===== config.mk =====
export PLATFORM = sky130hd
export DESIGN_NAME = line_bresenham_raster_unit
export DESIGN_NICKNAME = d
export VERILOG_FILES = /design/src/hdl/lbr_pkg.sv /design/src/hdl/lbr_setup.sv /design/src/hdl/lbr_step.sv /design/src/hdl/line_bresenham_raster_unit.sv
export SDC_FILE = /design/constraint.sdc
export NUM_CORES = 1
export LEC_CHECK = 0
export BUFFER_PORTS_ARGS = -buffer_cell sky130_fd_sc_hd__buf_2
export CAP_MARGIN = 5
export CORE_ASPECT_RATIO = 0.8
export CORE_MARGIN = 10
export CORE_UTILIZATION = 67
export DETAILED_ROUTE_END_ITERATION = 16
export PLACE_DENSITY = 0.87
export SYNTH_ARGS = -nofsm -noshare
export SYNTH_HDL_FRONTEND = slang
export SYNTH_SLANG_ARGS = --single-unit

===== constraint.sdc =====
create_clock -name clk_i -period 11.55 [get_ports clk_i]
set_clock_uncertainty 0.05 [all_clocks]
set_input_delay 0.5775 -clock clk_i [delete_from_list [all_inputs] [get_ports clk_i]]
set_output_delay 0.5775 -clock clk_i [all_outputs]
set_load 0.05 [all_outputs]

===== src/hdl/lbr_pkg.sv =====
// Shared types and codes for the Bresenham line raster unit.
// No dependencies; used by every module in hdl/.
`timescale 1ns / 1ps

package lbr_pkg;

  // Default coordinate width of the unit.
  localparam int unsigned COORD_BITS_DEF = 10;

  // Item kinds carried on the input tuser bit.
  localparam logic FUNC_LOAD = 1'b0;
  localparam logic FUNC_STEP = 1'b1;

  // Octant description of the line being drawn.
  typedef struct packed {
    logic ymaj;   // y is the major axis
    logic yneg;   // y moves toward smaller values
    logic xneg;   // x moves toward smaller values
  } dir_t;

endpackage


===== src/hdl/lbr_setup.sv =====
// Line setup: octant, absolute deltas and initial decision value from two endpoints.
// Depends on lbr_pkg.
`timescale 1ns / 1ps

module lbr_setup #(
  parameter int unsigned COORD_BITS = lbr_pkg::COORD_BITS_DEF
) (
  input  logic [COORD_BITS-1:0]   start_x_i,
  input  logic [COORD_BITS-1:0]   start_y_i,
  input  logic [COORD_BITS-1:0]   end_x_i,
  input  logic [COORD_BITS-1:0]   end_y_i,
  output logic [COORD_BITS-1:0]   abs_dx_o,
  output logic [COORD_BITS-1:0]   abs_dy_o,
  output logic [COORD_BITS+2:0]   decision_o,
  output lbr_pkg::dir_t           dir_o,
  output logic                    busy_o
);

  logic [COORD_BITS-1:0] maj;
  logic [COORD_BITS-1:0] mnr;

  always_comb begin
    dir_o.xneg = end_x_i < start_x_i;
    dir_o.yneg = end_y_i < start_y_i;
    abs_dx_o   = dir_o.xneg ? (start_x_i - end_x_i) : (end_x_i - start_x_i);
    abs_dy_o   = dir_o.yneg ? (start_y_i - end_y_i) : (end_y_i - start_y_i);
    // Equal deltas keep x as the major axis.
    dir_o.ymaj = abs_dy_o > abs_dx_o;
    maj        = dir_o.ymaj ? abs_dy_o : abs_dx_o;
    mnr        = dir_o.ymaj ? abs_dx_o : abs_dy_o;
    decision_o = {2'b00, mnr, 1'b0} - {3'b000, maj};
    busy_o     = (start_x_i != end_x_i) || (start_y_i != end_y_i);
  end

endmodule


===== src/hdl/lbr_step.sv =====
// One Bresenham step: next pixel, next decision value and endpoint detection.
// Depends on lbr_pkg.
`timescale 1ns / 1ps

module lbr_step #(
  parameter int unsigned COORD_BITS = lbr_pkg::COORD_BITS_DEF
) (
  input  logic [COORD_BITS-1:0]   cur_x_i,
  input  logic [COORD_BITS-1:0]   cur_y_i,
  input  logic [COORD_BITS-1:0]   target_x_i,
  input  logic [COORD_BITS-1:0]   target_y_i,
  input  logic [COORD_BITS-1:0]   abs_dx_i,
  input  logic [COORD_BITS-1:0]   abs_dy_i,
  input  logic [COORD_BITS+2:0]   decision_i,
  input  lbr_pkg::dir_t           dir_i,
  output logic [COORD_BITS-1:0]   next_x_o,
  output logic [COORD_BITS-1:0]   next_y_o,
  output logic [COORD_BITS+2:0]   decision_o,
  output logic                    done_o
);

  logic [COORD_BITS-1:0] maj;
  logic [COORD_BITS-1:0] mnr;
  logic [COORD_BITS-1:0] step_x;
  logic [COORD_BITS-1:0] step_y;
  logic                  move_minor;

  always_comb begin
    maj        = dir_i.ymaj ? abs_dy_i : abs_dx_i;
    mnr        = dir_i.ymaj ? abs_dx_i : abs_dy_i;
    // The minor axis moves only on a strictly positive decision value.
    move_minor = !decision_i[COORD_BITS+2] && (decision_i != '0);
    step_x     = dir_i.xneg ? (cur_x_i - COORD_BITS'(1)) : (cur_x_i + COORD_BITS'(1));
    step_y     = dir_i.yneg ? (cur_y_i - COORD_BITS'(1)) : (cur_y_i + COORD_BITS'(1));
    if (dir_i.ymaj) begin
      next_y_o = step_y;
      next_x_o = move_minor ? step_x : cur_x_i;
      done_o   = step_y == target_y_i;
    end else begin
      next_x_o = step_x;
      next_y_o = move_minor ? step_y : cur_y_i;
      done_o   = step_x == target_x_i;
    end
    if (move_minor) begin
      decision_o = decision_i + ({2'b00, mnr, 1'b0} - {2'b00, maj, 1'b0});
    end else begin
      decision_o = decision_i + {2'b00, mnr, 1'b0};
    end
  end

endmodule


===== src/hdl/line_bresenham_raster_unit.sv =====
// Top level of the Bresenham line raster unit: input register, line state, result register.
// Depends on lbr_pkg, lbr_setup and lbr_step.
`timescale 1ns / 1ps

// Channel   Direction  Payload (lowest bit first)
// s_axis    in         tdata: start_x, start_y, end_x, end_y; tuser: func
// m_axis    out        tdata: pixel_x, pixel_y; tuser: valid_res; tlast: last
//
// One item is accepted per clock unless m_axis stalls; every item gives exactly one result.
// A result is presented from the result register: the item waits in the input
// register, then the setup or step logic writes the line state and the result
// register in the same edge. The loop through the decision register is a single
// add, which sets the one-pixel-per-clock rate while m_axis is not stalled.
// Reset clears the line state to idle and empties both registers. A stall on
// m_axis holds the result; the input register still takes one more item.
module line_bresenham_raster_unit #(
  parameter int unsigned COORD_BITS = lbr_pkg::COORD_BITS_DEF,
  localparam int unsigned IN_W      = ((4 * COORD_BITS + 7) / 8) * 8,
  localparam int unsigned OUT_W     = ((2 * COORD_BITS + 7) / 8) * 8
) (
  input  logic                  clk_i,
  input  logic                  rst_ni,
  input  logic                  s_axis_tvalid_i,
  output logic                  s_axis_tready_o,
  // start_x, start_y, end_x, end_y from the lowest bit up
  input  logic [IN_W-1:0]       s_axis_tdata_i,
  // func: load or step
  input  logic                  s_axis_tuser_i,
  output logic                  m_axis_tvalid_o,
  input  logic                  m_axis_tready_i,
  // pixel_x, pixel_y from the lowest bit up, zero padded
  output logic [OUT_W-1:0]      m_axis_tdata_o,
  // valid_res
  output logic                  m_axis_tuser_o,
  // last pixel of the line
  output logic                  m_axis_tlast_o
);

  localparam int unsigned DW    = COORD_BITS + 3;

  // Input register.
  logic                  in_valid_q, in_valid_d;
  logic                  in_func_q;
  logic [4*COORD_BITS-1:0] in_data_q;
  logic                  s_xfer;
  logic                  fire;

  // Line state.
  logic [COORD_BITS-1:0] cur_x_q, cur_x_d;
  logic [COORD_BITS-1:0] cur_y_q, cur_y_d;
  logic [COORD_BITS-1:0] target_x_q, target_x_d;
  logic [COORD_BITS-1:0] target_y_q, target_y_d;
  logic [COORD_BITS-1:0] abs_dx_q, abs_dx_d;
  logic [COORD_BITS-1:0] abs_dy_q, abs_dy_d;
  logic [DW-1:0]         decision_q, decision_d;
  lbr_pkg::dir_t         dir_q, dir_d;
  logic                  busy_q, busy_d;

  // Result register.
  logic                  out_valid_q, out_valid_d;
  logic [COORD_BITS-1:0] out_x_q, out_x_d;
  logic [COORD_BITS-1:0] out_y_q, out_y_d;
  logic                  out_res_q, out_res_d;
  logic                  out_last_q, out_last_d;

  // Setup and step results.
  logic [COORD_BITS-1:0] ld_start_x, ld_start_y, ld_end_x, ld_end_y;
  logic [COORD_BITS-1:0] su_abs_dx, su_abs_dy;
  logic [DW-1:0]         su_decision;
  lbr_pkg::dir_t         su_dir;
  logic                  su_busy;
  logic [COORD_BITS-1:0] st_x, st_y;
  logic [DW-1:0]         st_decision;
  logic                  st_done;

  assign ld_start_x = in_data_q[0*COORD_BITS +: COORD_BITS];
  assign ld_start_y = in_data_q[1*COORD_BITS +: COORD_BITS];
  assign ld_end_x   = in_data_q[2*COORD_BITS +: COORD_BITS];
  assign ld_end_y   = in_data_q[3*COORD_BITS +: COORD_BITS];

  lbr_setup #(
    .COORD_BITS (COORD_BITS)
  ) u_setup (
    .start_x_i  (ld_start_x),
    .start_y_i  (ld_start_y),
    .end_x_i    (ld_end_x),
    .end_y_i    (ld_end_y),
    .abs_dx_o   (su_abs_dx),
    .abs_dy_o   (su_abs_dy),
    .decision_o (su_decision),
    .dir_o      (su_dir),
    .busy_o     (su_busy)
  );

  lbr_step #(
    .COORD_BITS (COORD_BITS)
  ) u_step (
    .cur_x_i    (cur_x_q),
    .cur_y_i    (cur_y_q),
    .target_x_i (target_x_q),
    .target_y_i (target_y_q),
    .abs_dx_i   (abs_dx_q),
    .abs_dy_i   (abs_dy_q),
    .decision_i (decision_q),
    .dir_i      (dir_q),
    .next_x_o   (st_x),
    .next_y_o   (st_y),
    .decision_o (st_decision),
    .done_o     (st_done)
  );

  // The held item moves on when the result register is empty or being drained.
  assign fire            = in_valid_q && (!out_valid_q || m_axis_tready_i);
  assign s_axis_tready_o = !in_valid_q || fire;
  assign s_xfer          = s_axis_tvalid_i && s_axis_tready_o;

  always_comb begin
    in_valid_d  = s_xfer ? 1'b1 : (fire ? 1'b0 : in_valid_q);
    out_valid_d = fire ? 1'b1 : (m_axis_tready_i ? 1'b0 : out_valid_q);

    cur_x_d    = cur_x_q;
    cur_y_d    = cur_y_q;
    target_x_d = target_x_q;
    target_y_d = target_y_q;
    abs_dx_d   = abs_dx_q;
    abs_dy_d   = abs_dy_q;
    decision_d = decision_q;
    dir_d      = dir_q;
    busy_d     = busy_q;
    out_x_d    = out_x_q;
    out_y_d    = out_y_q;
    out_res_d  = out_res_q;
    out_last_d = out_last_q;

    if (fire) begin
      if (in_func_q == lbr_pkg::FUNC_LOAD) begin
        // A load abandons any line in progress and returns the start pixel.
        cur_x_d    = ld_start_x;
        cur_y_d    = ld_start_y;
        target_x_d = ld_end_x;
        target_y_d = ld_end_y;
        abs_dx_d   = su_abs_dx;
        abs_dy_d   = su_abs_dy;
        decision_d = su_decision;
        dir_d      = su_dir;
        busy_d     = su_busy;
        out_x_d    = ld_start_x;
        out_y_d    = ld_start_y;
        out_res_d  = 1'b1;
        out_last_d = !su_busy;
      end else if (busy_q) begin
        cur_x_d    = st_x;
        cur_y_d    = st_y;
        decision_d = st_decision;
        busy_d     = !st_done;
        out_x_d    = st_x;
        out_y_d    = st_y;
        out_res_d  = 1'b1;
        out_last_d = st_done;
      end else begin
        // A step with no line in progress returns an empty result.
        out_x_d    = '0;
        out_y_d    = '0;
        out_res_d  = 1'b0;
        out_last_d = 1'b0;
      end
    end
  end

  always_ff @(posedge clk_i or negedge rst_ni) begin
    if (!rst_ni) begin
      in_valid_q  <= 1'b0;
      out_valid_q <= 1'b0;
      cur_x_q     <= '0;
      cur_y_q     <= '0;
      target_x_q  <= '0;
      target_y_q  <= '0;
      abs_dx_q    <= '0;
      abs_dy_q    <= '0;
      decision_q  <= '0;
      dir_q       <= '0;
      busy_q      <= 1'b0;
    end else begin
      in_valid_q  <= in_valid_d;
      out_valid_q <= out_valid_d;
      cur_x_q     <= cur_x_d;
      cur_y_q     <= cur_y_d;
      target_x_q  <= target_x_d;
      target_y_q  <= target_y_d;
      abs_dx_q    <= abs_dx_d;
      abs_dy_q    <= abs_dy_d;
      decision_q  <= decision_d;
      dir_q       <= dir_d;
      busy_q      <= busy_d;
    end
  end

  always_ff @(posedge clk_i) begin
    if (s_xfer) begin
      in_func_q <= s_axis_tuser_i;
      in_data_q <= s_axis_tdata_i[4*COORD_BITS-1:0];
    end
    out_x_q    <= out_x_d;
    out_y_q    <= out_y_d;
    out_res_q  <= out_res_d;
    out_last_q <= out_last_d;
  end

  assign m_axis_tvalid_o = out_valid_q;
  assign m_axis_tdata_o  = OUT_W'({out_y_q, out_x_q});
  assign m_axis_tuser_o  = out_res_q;
  assign m_axis_tlast_o  = out_last_q;

  // A result that ends a line leaves the unit idle.
  assert property (@(posedge clk_i) disable iff (!rst_ni)
    fire && out_last_d |=> !busy_q)
    else $error("line end reported but unit still busy");

  // An empty result carries no pixel and no end mark.
  assert property (@(posedge clk_i) disable iff (!rst_ni)
    out_valid_q && !out_res_q |-> !out_last_q && out_x_q == '0 && out_y_q == '0)
    else $error("empty result carries pixel data");

  // A line in progress always has a nonzero major delta.
  assert property (@(posedge clk_i) disable iff (!rst_ni)
    busy_q |-> (dir_q.ymaj ? abs_dy_q : abs_dx_q) != '0)
    else $error("busy with zero major delta");

  // An empty input register always takes a transfer.
  assert property (@(posedge clk_i) disable iff (!rst_ni)
    !in_valid_q |-> s_axis_tready_o)
    else $error("input register empty but not ready");

endmodule

==> results.tsv <==
stage	metric	value	unit
floorplan	IO Count	73	
placement	hpwl dp	19900	um
cells_and_area	nets	1345	
placement	Routability Congestion	0.928	
clock_tree	# hold bufs at CTS	0	
global_routing	met3 Use GR	5.52	%
global_routing	largest net degree at the start of global routing	93	
min_path	HP Start	s_axis_tdata_i[17]	
timing	Tmin final	8.06	ns
yosys	Synth Register Bits	142	
yosys	Synth top area share	18.6	%
clock_tree	CTS sink cnt	142	
yosys	ys async rst share	55.6	%
floorplan	die span in x	161	um
power	power per cell area	337	mW/mm^2
power	Leakage	5.18	nW
setup_path	data required time of the worst path	11.85	ns
yosys	Netlist Area Pre-Place	0.0106	mm^2
floorplan	Initial Util	67.8	%
timing	RSZ-0062 raised after global routing	no	
floorplan	die footprint	0.0213	mm^2
power	Int Power	2.05	mW
cells_and_area	proportion of layout cells with a drive suffix above 1	12.3	%
global_routing	first-pass GRT wire length	45200	um
placement	input/output buffers	68	
timing	count of final hold-check violations	0	
yosys	Post-Syn Instances	1154	
yosys	number of distinct library cells after synthesis	85	
cells_and_area	ANT cells	0	
clock_tree	number of setup buffers added after CTS	0	
setup_path	Crit Path Class	register to register	
drt	DR vias	9065	
drt	drt pass-1 iters	5	
global_routing	met1 Use GR	34.9	%
timing	f_max	124	MHz
setup_path	r2r setup slk	3.49	ns
clock_tree	# H-tree levels	4	
setup_path	data arrival time of the critical path	8.37	ns
power	sequential share of power	20.5	%
clock_tree	CTS tree	built	
global_routing	Global Route met2 Usage	41.8	%
global_routing	vias in the first global route	8712	
yosys	yosys warns	0	
clock_tree	post_cts resized	0	
floorplan	row count	41	
setup_path	Crit. End Element	register	
setup_path	Worst Reg2Reg Path Length in Cells	31	
power	Worst VDD drop	0.000146	V
setup_path	CP Max Fanout	19	
placement	Placed Area	0.0111	mm^2
timing	Max-slew headroom	25.2	%
min_path	Worst Hold Path Cells	1	
yosys	top_reg_cell synth	dfrtp_1	
global_routing	Top Usage Layer GRT	met2	
timing	Final setup viols	0	
min_path	Hold EP	in_data_q[17]	
clock_tree	Clock transition at path regs	0.06	ns
clock_tree	worst skew pair latency	0.43	ns
setup_path	slowest cell delay on critical path	0.85	ns
cells_and_area	design area	0.0116	mm^2
global_routing	GRT Util Overall	26.1	%
setup_path	worst r2r dst	decision_q[10]	
floorplan	Die Ht	133	um
power	Psw	1.85	mW
clock_tree	clk root buf	clkbuf_16	
cells_and_area	Area Overhead vs Synth	9.12	%
setup_path	slowest CP cell	o41ai_4	
timing	period utilisation layout	69.8	%
power	switch share	47.5	%
floorplan	area of the core	0.0156	mm^2
drt	Total Wirelength	28000	um
power	Gate power share	66.5	%
setup_path	Worst Setup Start Kind	register	
clock_tree	Num CTS Buffers	17	
yosys	Syn Area/Cell	9.19	um^2
drt	antenna viol nets, final	0	
drt	drt wl/cell	19.7	um
yosys	largest cells by area after synthesis	dfrtp_1 19%, edfxtp_1 18%, ha_1 11%	
clock_tree	CTS max path bufs	2	
power	Clk pwr share	13.0	%
run_status	outcome	finished, final reports clean	
global_routing	initial antenna violation count	0	
yosys	Seq/Total Area, Yosys	36.5	%
setup_path	RR Startpoint	in_data_q[20]	
job	# Max-Cap Violations	0	
drt	1st-iter DRT viols	1023	
global_routing	grt ovf	0	
setup_path	Setup crit start	in_data_q[20]	
drt	vias per cell	6.36	
yosys	Post-synth EDFFs	63	
min_path	min-delay worst type	input port to register	
yosys	Yosys top cell by area	dfrtp_1	
timing	setup_tns	0	ns
timing	Final Slew Violations	0	
timing	Slew @ Worst Pin	1.12	ns
drt	Remaining DRCs	0	
registers in the layout, summed over array words and instances, names as in the netlist:
register and count:
abs_dx_q 10, abs_dy_q 10, busy_q 1, cur_x_q 10, cur_y_q 10, decision_q 13
dir_q 3, in_data_q 40, in_func_q 1, in_valid_q 1, m_axis_tlast_o 1, m_axis_tuser_o 1
m_axis_tvalid_o 1, out_x_q 10, out_y_q 10, target_x_q 10, target_y_q 10
placed cells by master (no fill, tap or decap), types with 6 or more instances in the layout:
master and n:
nand2_1 133, o21ai_0 100, ha_1 93, a21oi_1 85, dfrtp_1 79, nor2_1 72
inv_1 70, buf_2 67, edfxtp_1 63, mux2i_1 40, xnor2_1 37, xor2_1 29
o22ai_1 29, nor3_1 26, nand3_1 25, mux2_2 21, a21o_1 19, clkbuf_16 17
nor2b_1 10, buf_4 10, a211oi_1 9, nand2b_1 9, fa_1 9, and2_1 8
nand4_1 7, o21bai_1 6, nor4_1 6, or3_1 6, o31ai_1 6, clkbuf_1 6
cells in the mapped netlist, types with 4 or more instances:
library cell and count:
xnor2_1 37, o41ai_1 4, nand4_1 7, o2111ai_1 5, nor2_1 73, nor2b_1 10
o31ai_1 6, clkbuf_1 39, nand2_1 133, o311ai_0 4, or3_1 6, inv_1 70
mux2_2 21, edfxtp_1 63, a21oi_2 5, and3_1 4, and2_1 9, buf_4 7
a21o_1 19, o21ai_1 5, nand3b_1 5, nand2b_1 9, xor2_1 29, fa_1 9
a31oi_1 4, mux2i_1 40, ha_1 93, o22ai_1 29, o21ai_0 100, dfrtp_1 79
nor3_1 26, or2_2 4, a21oi_1 85, nand3_1 25, o21bai_1 6, nor4_1 6
a211oi_1 9
logic make-up after synthesis:
family / Yosys count / share of synthesized area (%)
buffers and inverters: 127 / 4.87
xor gates and xnor gates: 70 / 6.29
DFF: 142 / 36.5
muxes: 62 / 6.11
and+or+nand+nor: 330 / 14.3
other: 1 / 0.0354
adders and majority gates: 102 / 12.7
AOI/OAI and AO/OA: 320 / 19.2
final cells by class:
| class | instances | area [um^2] |
|---|---|---|
| inverters | 72 | 270 |
| repair buffers | 77 | 410 |
| multi-input cells | 888 | 6240 |
| fillers | 1079 | 4070 |
| well taps | 215 | 269 |
| clock buffers | 23 | 448 |
| flip-flops and latches | 142 | 3870 |
| clock inverters | 8 | 71.3 |
layer usage:
layer,wire length [um],up-vias
met5,0,-
met4,650,0
met3,2530,64
met2,12900,480
met1,11900,4288
li1,-,4233
power by group through the flow:
stage | clock network, mW | logic (mW) | registers (mW)
global placement | 0 | 2.44 | 0.797
CTS | 0.505 | 2.55 | 0.795
global route | 0.529 | 2.85 | 0.816
detailed placement | 0 | 2.52 | 0.802
finish | 0.505 | 2.59 | 0.799
floorplan | 0 | 1.98 | 0.822
worst max path at each step:
stage	endpoint	slack, ns	cells past startpoint
2_1_floorplan	decision_q[10]	5.14	31
3_3_place_gp	decision_q[10]	4.03	31
3_5_place_dp	decision_q[10]	3.72	31
4_1_cts	decision_q[10]	3.62	30
5_1_grt	decision_q[10]	2.76	31
6_report	decision_q[10]	3.49	31
critical path, delay by kind of cell, from the launching register on:
kind | cells | cell delay [ns]
AO/OA/AOI/OAI | 14 | 3.49
multiplexers | 2 | 0.73
buffers and inverters | 4 | 0.86
XOR/XNOR | 1 | 0.24
adder cells (fa/ha/maj) | 4 | 1.22
flip-flops | 1 | 0.38
AND/OR/NAND/NOR | 6 | 1.01
per-stage QoR:
stage / utilization [%] / hold slack [ns] / worst slack [ns] / cells / power [mW]
6_report: 74.0 / 0.266 / 3.49 / 1425 / 3.90
5_1_grt: 74.0 / 0.258 / 2.76 / 1425 / 4.20
4_1_cts: 74.0 / 0.260 / 3.62 / 1425 / 3.85
3_5_place_dp: 70.7 / 0.434 / 3.72 / 1394 / 3.32
3_3_place_gp: 70.7 / 0.423 / 4.03 / 1394 / 3.24
2_1_floorplan: - / 0.232 / 5.14 / 1157 / 2.81
No activity file was read; power rests on OpenSTA's default activity.
